**config.mk**
```make
export PLATFORM = sky130hd
export DESIGN_NAME = wrapped_midpoint_circle_raster_top
export DESIGN_NICKNAME = d
export VERILOG_FILES = /design/src/hdl/wmcr_pkg.sv /design/src/hdl/wmcr_ctrl.sv /design/src/hdl/wmcr_datapath.sv /design/src/hdl/wrapped_midpoint_circle_raster_top.sv
export SDC_FILE = /design/constraint.sdc
export NUM_CORES = 1
export LEC_CHECK = 0
export BUFFER_PORTS_ARGS = -buffer_cell sky130_fd_sc_hd__clkbuf_2
export CAP_MARGIN = 0
export CORE_MARGIN = 1.5
export CORE_UTILIZATION = 38
export CTS_BUF_LIST = sky130_fd_sc_hd__clkbuf_8
export CTS_CLUSTER_DIAMETER = 120
export DETAILED_ROUTE_END_ITERATION = 16
export SETUP_SLACK_MARGIN = 0.2
export SYNTH_ARGS = -nofsm -noshare
export SYNTH_HDL_FRONTEND = slang
export SYNTH_SLANG_ARGS = --single-unit
```
**constraint.sdc**
```tcl
create_clock -name clk -period 7.1 [get_ports clk]
set_clock_uncertainty 0.15 [all_clocks]
set_input_delay 1.065 -clock clk [delete_from_list [all_inputs] [get_ports clk]]
set_output_delay 1.065 -clock clk [all_outputs]
set_load 0.01 [all_outputs]
```
**src/hdl/wmcr_pkg.sv**
```systemverilog
`timescale 1ns / 1ps
// ----------------------------------------------------------------------------
// Wrapped midpoint circle rasteriser package
// Widths, reset values, register indexes and the control structures.
// ----------------------------------------------------------------------------
package wmcr_pkg;

    localparam int COORD_BITS_DEFAULT = 11;
    localparam int MAX_RADIUS         = 31;

    localparam int RAD_BITS     = 5;
    localparam int STEPX_BITS   = RAD_BITS + 2;
    localparam int STEPY_BITS   = RAD_BITS + 1;
    localparam int TERM_BITS    = 8;
    localparam int ERR_BITS     = 9;
    localparam int ERR_EXT_BITS = ERR_BITS + 2;

    localparam int SCREEN_WIDTH_RESET  = 640;
    localparam int SCREEN_HEIGHT_RESET = 480;

    localparam int APB_DATA_BITS = 32;
    localparam int APB_ADDR_BITS = 3;

    // Register index, taken from address bit 2.
    localparam logic REG_SCREEN_WIDTH  = 1'b0;
    localparam logic REG_SCREEN_HEIGHT = 1'b1;

    typedef struct packed {
        logic load;
        logic emit;
        logic phase;
    } dp_cmd_t;

    typedef struct packed {
        logic zero_radius;
        logic loop_done;
    } dp_status_t;

endpackage

```
**src/hdl/wmcr_ctrl.sv**
```systemverilog
`timescale 1ns / 1ps
// ----------------------------------------------------------------------------
// Wrapped midpoint circle rasteriser controller
// Sequences one circle command and owns the result valid flag.
// ----------------------------------------------------------------------------
module wmcr_ctrl
(
    input  logic                  clk,
    input  logic                  rst_n,
    input  logic                  in_valid,
    input  logic                  out_stall,
    input  wmcr_pkg::dp_status_t  status,
    output wmcr_pkg::dp_cmd_t     cmd,
    output logic                  in_stall,
    output logic                  out_valid
);

    typedef enum logic {
        ST_IDLE,
        ST_RUN
    } state_t;

    state_t state_reg;
    state_t state_next;
    logic   phase_reg;
    logic   phase_next;
    logic   out_valid_reg;
    logic   out_valid_next;
    logic   can_emit;

    assign can_emit = !out_valid_reg || !out_stall;

    always_comb
    begin
        state_next     = state_reg;
        phase_next     = phase_reg;
        out_valid_next = out_valid_reg && out_stall;
        cmd.load       = 1'b0;
        cmd.emit       = 1'b0;
        cmd.phase      = phase_reg;
        unique case (state_reg)
            ST_IDLE:
            begin
                cmd.load = in_valid;
                if (in_valid && !status.zero_radius)
                begin
                    state_next = ST_RUN;
                    phase_next = 1'b0;
                end
            end
            ST_RUN:
            begin
                if (can_emit)
                begin
                    cmd.emit       = 1'b1;
                    out_valid_next = 1'b1;
                    phase_next     = !phase_reg;
                    if (phase_reg && status.loop_done)
                    begin
                        state_next = ST_IDLE;
                    end
                end
            end
            default:
            begin
                state_next = ST_IDLE;
            end
        endcase
    end

    always_ff @(posedge clk or negedge rst_n)
    begin
        if (!rst_n)
        begin
            state_reg     <= ST_IDLE;
            phase_reg     <= 1'b0;
            out_valid_reg <= 1'b0;
        end
        else
        begin
            state_reg     <= state_next;
            phase_reg     <= phase_next;
            out_valid_reg <= out_valid_next;
        end
    end

    assign in_stall  = (state_reg != ST_IDLE);
    assign out_valid = out_valid_reg;

endmodule

```
**src/hdl/wmcr_datapath.sv**
```systemverilog
`timescale 1ns / 1ps
// ----------------------------------------------------------------------------
// Wrapped midpoint circle rasteriser datapath
// Midpoint error terms, octant point generation, wrap and result register.
// ----------------------------------------------------------------------------
module wmcr_datapath
#(
    parameter int COORD_BITS = wmcr_pkg::COORD_BITS_DEFAULT
)
(
    input  logic                          clk,
    input  wmcr_pkg::dp_cmd_t             cmd,
    output wmcr_pkg::dp_status_t          status,
    input  logic [COORD_BITS-1:0]         center_x,
    input  logic [COORD_BITS-1:0]         center_y,
    input  logic [wmcr_pkg::RAD_BITS-1:0] radius,
    input  logic [COORD_BITS-1:0]         screen_width,
    input  logic [COORD_BITS-1:0]         screen_height,
    output logic [COORD_BITS-1:0]         pa_x,
    output logic [COORD_BITS-1:0]         pa_y,
    output logic [COORD_BITS-1:0]         pb_x,
    output logic [COORD_BITS-1:0]         pb_y,
    output logic [COORD_BITS-1:0]         pc_x,
    output logic [COORD_BITS-1:0]         pc_y,
    output logic [COORD_BITS-1:0]         pd_x,
    output logic [COORD_BITS-1:0]         pd_y,
    output logic                          last
);

    localparam int RB = wmcr_pkg::RAD_BITS;
    localparam int XB = wmcr_pkg::STEPX_BITS;
    localparam int YB = wmcr_pkg::STEPY_BITS;
    localparam int TB = wmcr_pkg::TERM_BITS;
    localparam int EB = wmcr_pkg::ERR_BITS;
    localparam int EW = wmcr_pkg::ERR_EXT_BITS;
    localparam int VW = COORD_BITS + 2;

    // A point below zero gets the size added once, one at or above it gets
    // the size taken off once; the result is then cut to the port width.
    function automatic logic [COORD_BITS-1:0] wrap_coord(
        input logic signed [VW-1:0] v,
        input logic [COORD_BITS-1:0] size
    );
        logic signed [VW-1:0] s;
        logic signed [VW-1:0] w;
        s = $signed({2'b00, size});
        if (v < 0)
            w = v + s;
        else if (v >= s)
            w = v - s;
        else
            w = v;
        return w[COORD_BITS-1:0];
    endfunction

    logic [COORD_BITS-1:0] cx_reg;
    logic [COORD_BITS-1:0] cy_reg;
    logic [RB-1:0]         rad_reg;
    logic signed [XB-1:0]  x_reg;
    logic [YB-1:0]         y_reg;
    logic [TB-1:0]         tx_reg;
    logic [TB-1:0]         ty_reg;
    logic signed [EB-1:0]  err_reg;

    logic [RB-1:0]         r_sat;
    logic                  err_le0;
    logic signed [EW-1:0]  err_a;
    logic signed [EW-1:0]  err_b;
    logic [TB-1:0]         tx_inc;
    logic [TB-1:0]         ty_inc;
    logic signed [XB-1:0]  x_next;
    logic [YB-1:0]         y_next;
    logic [TB-1:0]         tx_next;
    logic [TB-1:0]         ty_next;
    logic signed [EB-1:0]  err_next;

    logic [XB-1:0]         u_off;
    logic [XB-1:0]         v_off;
    logic signed [VW-1:0]  cx_ext;
    logic signed [VW-1:0]  cy_ext;
    logic signed [VW-1:0]  u_ext;
    logic signed [VW-1:0]  v_ext;
    logic [COORD_BITS-1:0] wx_pos;
    logic [COORD_BITS-1:0] wx_neg;
    logic [COORD_BITS-1:0] wy_pos;
    logic [COORD_BITS-1:0] wy_neg;

    // Radius clamp; the comparison runs at 32 bits so any limit fits.
    assign r_sat = (32'(radius) > wmcr_pkg::MAX_RADIUS) ?
                   RB'(wmcr_pkg::MAX_RADIUS) : radius;

    // One midpoint step: first the row move, then the column move.
    always_comb
    begin
        err_le0 = (err_reg <= 0);
        ty_inc  = ty_reg + TB'(2);
        tx_inc  = tx_reg + TB'(2);
        if (err_le0)
        begin
            err_a   = $signed({{2{err_reg[EB-1]}}, err_reg})
                    + $signed({{(EW-TB){1'b0}}, ty_reg});
            y_next  = y_reg + YB'(1);
            ty_next = ty_inc;
        end
        else
        begin
            err_a   = $signed({{2{err_reg[EB-1]}}, err_reg});
            y_next  = y_reg;
            ty_next = ty_reg;
        end
        err_b = err_a + $signed({{(EW-TB){1'b0}}, tx_inc})
              - $signed({{(EW-RB-1){1'b0}}, rad_reg, 1'b0});
        if (err_a > 0)
        begin
            x_next   = x_reg - XB'(1);
            tx_next  = tx_inc;
            err_next = err_b[EB-1:0];
        end
        else
        begin
            x_next   = x_reg;
            tx_next  = tx_reg;
            err_next = err_a[EB-1:0];
        end
    end

    assign status.zero_radius = (r_sat == '0);
    assign status.loop_done   = (x_next < $signed({1'b0, y_next}));

    // The first result of a step uses (x, y), the second swaps them.
    assign u_off  = cmd.phase ? {1'b0, y_reg} : x_reg;
    assign v_off  = cmd.phase ? x_reg : {1'b0, y_reg};
    assign cx_ext = $signed({2'b00, cx_reg});
    assign cy_ext = $signed({2'b00, cy_reg});
    assign u_ext  = $signed({{(VW-XB){1'b0}}, u_off});
    assign v_ext  = $signed({{(VW-XB){1'b0}}, v_off});
    assign wx_pos = wrap_coord(cx_ext + u_ext, screen_width);
    assign wx_neg = wrap_coord(cx_ext - u_ext, screen_width);
    assign wy_pos = wrap_coord(cy_ext + v_ext, screen_height);
    assign wy_neg = wrap_coord(cy_ext - v_ext, screen_height);

    always_ff @(posedge clk)
    begin
        if (cmd.load)
        begin
            cx_reg  <= center_x;
            cy_reg  <= center_y;
            rad_reg <= r_sat;
            x_reg   <= $signed({2'b00, r_sat}) - XB'(1);
            y_reg   <= '0;
            tx_reg  <= TB'(1);
            ty_reg  <= TB'(1);
            err_reg <= EB'(1) - $signed({{(EB-RB-1){1'b0}}, r_sat, 1'b0});
        end
        else if (cmd.emit && cmd.phase)
        begin
            x_reg   <= x_next;
            y_reg   <= y_next;
            tx_reg  <= tx_next;
            ty_reg  <= ty_next;
            err_reg <= err_next;
        end

        if (cmd.emit)
        begin
            pa_x <= wx_pos;
            pa_y <= wy_neg;
            pb_x <= wx_pos;
            pb_y <= wy_pos;
            pc_x <= wx_neg;
            pc_y <= wy_neg;
            pd_x <= wx_neg;
            pd_y <= wy_pos;
            last <= cmd.phase && status.loop_done;
        end
    end

endmodule

```
**src/hdl/wrapped_midpoint_circle_raster_top.sv**
```systemverilog
`timescale 1ns / 1ps
// ----------------------------------------------------------------------------
// Wrapped midpoint circle rasteriser
// Turns circle commands into outline points on a wrapping screen.
// ----------------------------------------------------------------------------
//
//  Channel   Handshake                 Payload
//  -------   -----------------------   ------------------------------------
//  in        in_valid / in_stall       center_x, center_y, radius
//  out       out_valid / out_stall     pa_x .. pd_y, last
//  cfg       psel, penable, pwrite     paddr, pwdata, prdata (pready high)
//
// A circle command is accepted, then the block emits two result items per
// midpoint step, so a circle yields 2*N items where N is about 0.71*radius
// steps. The pace is set by the single shared point generator, which
// produces one half of a step a cycle while the output is not stalled. A
// zero radius command yields no item and the block stays ready. Reset returns
// the controller to idle with no item pending; the screen size registers
// return to 640 by 480. A stalled output holds its item and the stepping
// waits; the next command is taken while the last item still waits.
//
module wrapped_midpoint_circle_raster_top
#(
    parameter int COORD_BITS = wmcr_pkg::COORD_BITS_DEFAULT
)
(
    input  logic                               clk,
    input  logic                               rst_n,

    input  logic                               in_valid,
    output logic                               in_stall,
    input  logic [COORD_BITS-1:0]              center_x,
    input  logic [COORD_BITS-1:0]              center_y,
    input  logic [wmcr_pkg::RAD_BITS-1:0]      radius,

    output logic                               out_valid,
    input  logic                               out_stall,
    output logic [COORD_BITS-1:0]              pa_x,
    output logic [COORD_BITS-1:0]              pa_y,
    output logic [COORD_BITS-1:0]              pb_x,
    output logic [COORD_BITS-1:0]              pb_y,
    output logic [COORD_BITS-1:0]              pc_x,
    output logic [COORD_BITS-1:0]              pc_y,
    output logic [COORD_BITS-1:0]              pd_x,
    output logic [COORD_BITS-1:0]              pd_y,
    output logic                               last,

    input  logic                               psel,
    input  logic                               penable,
    input  logic                               pwrite,
    input  logic [wmcr_pkg::APB_ADDR_BITS-1:0] paddr,
    input  logic [wmcr_pkg::APB_DATA_BITS-1:0] pwdata,
    output logic [wmcr_pkg::APB_DATA_BITS-1:0] prdata,
    output logic                               pready
);

    localparam int DB = wmcr_pkg::APB_DATA_BITS;

    // Screen size registers. Address bit 2 selects the register; the low
    // address bits select a byte within the word and do not matter here.
    logic [COORD_BITS-1:0] screen_width_reg;
    logic [COORD_BITS-1:0] screen_height_reg;
    logic                  cfg_write;

    wmcr_pkg::dp_cmd_t     cmd;
    wmcr_pkg::dp_status_t  status;

    assign pready    = 1'b1;
    assign cfg_write = psel && penable && pwrite;

    always_ff @(posedge clk or negedge rst_n)
    begin
        if (!rst_n)
        begin
            screen_width_reg  <= COORD_BITS'(wmcr_pkg::SCREEN_WIDTH_RESET);
            screen_height_reg <= COORD_BITS'(wmcr_pkg::SCREEN_HEIGHT_RESET);
        end
        else if (cfg_write)
        begin
            unique case (paddr[2])
                wmcr_pkg::REG_SCREEN_WIDTH:
                    screen_width_reg <= pwdata[COORD_BITS-1:0];
                wmcr_pkg::REG_SCREEN_HEIGHT:
                    screen_height_reg <= pwdata[COORD_BITS-1:0];
                default:
                    screen_width_reg <= screen_width_reg;
            endcase
        end
    end

    // Reads return the addressed register, zero extended to the bus width.
    always_comb
    begin
        unique case (paddr[2])
            wmcr_pkg::REG_SCREEN_WIDTH:
                prdata = {{(DB-COORD_BITS){1'b0}}, screen_width_reg};
            wmcr_pkg::REG_SCREEN_HEIGHT:
                prdata = {{(DB-COORD_BITS){1'b0}}, screen_height_reg};
            default:
                prdata = '0;
        endcase
    end

    // The controller decides when a command is loaded and when each half
    // step is written to the result register; the datapath does the rest.
    wmcr_ctrl u_ctrl
    (
        .clk       (clk),
        .rst_n     (rst_n),
        .in_valid  (in_valid),
        .out_stall (out_stall),
        .status    (status),
        .cmd       (cmd),
        .in_stall  (in_stall),
        .out_valid (out_valid)
    );

    wmcr_datapath
    #(
        .COORD_BITS (COORD_BITS)
    )
    u_datapath
    (
        .clk           (clk),
        .cmd           (cmd),
        .status        (status),
        .center_x      (center_x),
        .center_y      (center_y),
        .radius        (radius),
        .screen_width  (screen_width_reg),
        .screen_height (screen_height_reg),
        .pa_x          (pa_x),
        .pa_y          (pa_y),
        .pb_x          (pb_x),
        .pb_y          (pb_y),
        .pc_x          (pc_x),
        .pc_y          (pc_y),
        .pd_x          (pd_x),
        .pd_y          (pd_y),
        .last          (last)
    );

endmodule

```
==> run summary <==
The run finished with clean final reports. Clock root buffer: clkbuf_8. The insertion delay of the later-clocked pin in the worst-skew pair was 0.46 ns; the number of buffer and inverter instances along the worst setup path was 2. The share of post-route cells with drive strength above 1 is 18.8%, and the number of synthesized register bits is 133. Required time of the critical path: 7.17 ns. From synthesis to final layout, the design area changed by 9.86%. In the routed layout, each cell is associated on average with a via count of 5.26. After synthesis, the share of flip-flops with an asynchronous set or reset is 18.8%. The full die area is 31400 sq um, and the placeable core area is 29800 sq um. Each instance of the synthesized netlist takes up on average 9.34 sq um. The residual antenna-violating net count after detailed routing was 0. The run gives 8619 as the via count of the first global-routing pass. After synthesis, the most frequently instantiated cells are ha_1, inv_1, edfxtp_1. The first detailed-routing pass ran for 5 iterations.

The logs give 31.8% for the sequential-to-total area share from yosys stat and 4 for the number of levels the H-tree was split into. Type of the worst min-delay path: reg2reg. Once the clock tree was built, the setup fixing pass inserted 0 buffers. For the residual overflow from global routing, the log shows 0. For this design, the slowest cell found on the critical path is dfrtp_1. The portion of the clock cycle consumed by the worst path in the final layout is 76.6%. For this run, the slowest stage of the critical path takes 0.58 ns.

The fraction of post-synthesis cell area in the top cell type by area works out to 22.9%. Antenna diode count: 0. The arrival time reported for the critical path endpoint is 5.50 ns. For this configuration, the core starts out at a cell density of 38.8%. The number of buffers inserted by port buffering is 147. The logs give 0 for the detailed-route DRC error count and 80 for the number of different library cells in the post-synthesis netlist. Subtracting the final worst setup slack from the clock period gives 5.44 ns. TritonCTS built the clock tree. The number of synthesized flops with an enable pin came out at 88. Synthesis produced 1237 cells. Routability-driven placement finished with a final weighted congestion of 0.892. The tools report the final hold violation count as 0. The number of clock sinks seen by CTS is 133, and the vertical extent of the die is 177 microns. The run gives 0 as the total of hold buffers inserted after clock tree synthesis. At the pin with the least slew margin, the transition time is 1.22 ns. Summed over all failing endpoints, the final setup total negative slack is 0 ns.

The clock-pin transition on the worst setup and hold timing paths was 0.09 ns; the maximum count of clock buffers along a single path was 2. The max-slew violation count is 0. The critical path is of the reg2reg type. In the final routed layout, each cell accounts on average for 16.4 microns. Global routing used 18.3% of the available tracks. Post-CTS repair changed the size of 0 cells. The first global-routing pass estimated 44.9 mm of wire. The count of endpoints failing setup in the final report was 0. The cell area after synthesis is 11500 sq um, and the number of ports placed on the die boundary is 193.

The most used flip-flop cell after synthesis was edfxtp_1. The run gives 0 as the number of antenna violations at the first check in global routing. STA classifies the critical path startpoint as a flip-flop. Setup repair after global routing left no endpoint under its margin. The largest delay contributor family on the critical path was compound AO/OA/AOI/OAI gates. Yosys attributes the largest share of cell area to edfxtp_1, ha_1, buf_4. For this run, the number of Yosys warnings is 0.

For the highest attainable clock frequency, the log shows 184 MHz. The floorplan step set the die width to 177 microns. After the first detailed-routing iteration, the DRC count stood at 686.

The run gives 18.5% as the worst-case headroom to the max-slew limit. The total of max-cap violations came out at 0. The run gives 1537 as the layout net count. The kind of capture point of the worst setup path was a flip-flop. The HPWL reported at the end of detailed placement came out at 22.2 mm. The library cell with the highest instance count after synthesis was ha_1.

Entering global routing, the biggest net connects 47 pins. The final route contains 9120 vias. The signal on the critical path passes through buf_4 -> mux2_2 -> ha_1 -> inv_1 -> fa_1 -> a21o_1 -> a21oi_1 -> nand2b_1 -> a21oi_1 -> o21ai_0 -> nand2_1 -> xnor2_1 -> ha_1 -> nand2_1 -> nor3_1 -> a41o_1 -> a211o_1 -> o21ai_1 -> o22ai_1 -> a22oi_1 -> o21ai_0. Of all cell types, the one taking the most synthesized area is edfxtp_1. The initialized floorplan defines 63 standard-cell rows. Wires add up to 28.4 mm. Along the worst path, the maximum fanout reaches 11. In this run, CTS created clock tree buffers numbering 17.
==> final timing paths <==
check | start | cells past startpoint | slack, ns | endpoint
worst max-delay path | u_ctrl.phase_reg | 21 | 1.66 | u_datapath.pa_y[6]
worst max register to register | u_ctrl.phase_reg | 21 | 1.66 | u_datapath.pa_y[6]
max in group asynchronous | rst_n | 1 | 5.86 | u_ctrl.phase_reg
worst min register to register | u_datapath.tx_reg[7] | 1 | 0.34 | u_datapath.tx_reg[7]
worst min-delay path | u_datapath.tx_reg[7] | 1 | 0.34 | u_datapath.tx_reg[7]
min in group asynchronous | rst_n | 1 | 0.49 | screen_width_reg[0]
==> routing by layer <==
metal / vias up / track usage [%] / share of wire, %
met3: 28 / 2.91 / 4.4
met4: 0 / 4.90 / 1.7
met5: - / 0 / 0
met2: 223 / 31.5 / 49
met1: 4368 / 23.7 / 45
li1: 4501 / - / -
==> cell usage in the layout (no fill, tap or decap), drive strengths merged, types with 18 or more instances in the layout <==
cell type,count
ha,122
nor2b,18
o21ai,81
clkbuf,164
dfxtp,20
conb,22
dfrtp,19
xor2,31
o22ai,18
inv,112
edfxtp,88
nand2,75
nor2,74
nand2b,21
nor3,21
xnor2,56
mux2i,22
mux2,40
a21oi,89
nand3,23
==> metrics by stage <==
stage / worst slack [ns] / utilization, % / cell area (sq um) / cells / hold slack (ns)
after detailed placement: 1.70 / 41.1 / 12300 / 1701 / 0.316
after floorplan: 2.09 / - / 11600 / 1257 / 0.299
after global placement: 1.72 / 41.1 / 12300 / 1701 / 0.310
final: 1.66 / 42.6 / 12700 / 1733 / 0.338
after global routing: 1.15 / 42.6 / 12700 / 1733 / 0.370
after CTS: 1.68 / 42.6 / 12700 / 1733 / 0.335
==> cells by family (layout without fill, tap and decap cells) <==
family	count (synthesis)	after routing	share of synthesized area, %
AO/OA/AOI/OAI	313	313	17.7
AND/OR/NAND/NOR	296	296	13.0
buffers and inverters	206	292	9.00
adder cells (fa/ha/maj)	138	138	16.0
flip-flops	133	133	31.8
XOR/XNOR	87	87	6.66
multiplexers	62	62	5.81
other	2	22	0.0650
==> area by class of cell <==
class	instances	area [sq um]
Timing Repair Buffer	152	773
Tap cell	390	488
Sequential cell	133	3680
Inverter	108	405
Clock buffer	17	234
Multi-Input combinational cell	918	6910
Fill cell	2982	17100
Clock inverter	15	203
==> worst register-to-register path: stages (launching register included) <==
cell	delay, ns
dfrtp_1	0.58
buf_4	0.27
mux2_2	0.20
ha_1	0.18
inv_1	0.06
fa_1	0.41
a21o_1	0.18
a21oi_1	0.21
nand2b_1	0.13
a21oi_1	0.09
o21ai_0	0.22
nand2_1	0.10
xnor2_1	0.35
ha_1	0.40
nand2_1	0.16
nor3_1	0.07
a41o_1	0.25
a211o_1	0.30
o21ai_1	0.47
o22ai_1	0.17
a22oi_1	0.18
o21ai_0	0.11
Power is not shown: default switching activity piles up to over one toggle a cycle in this logic, so the estimate is an artifact.
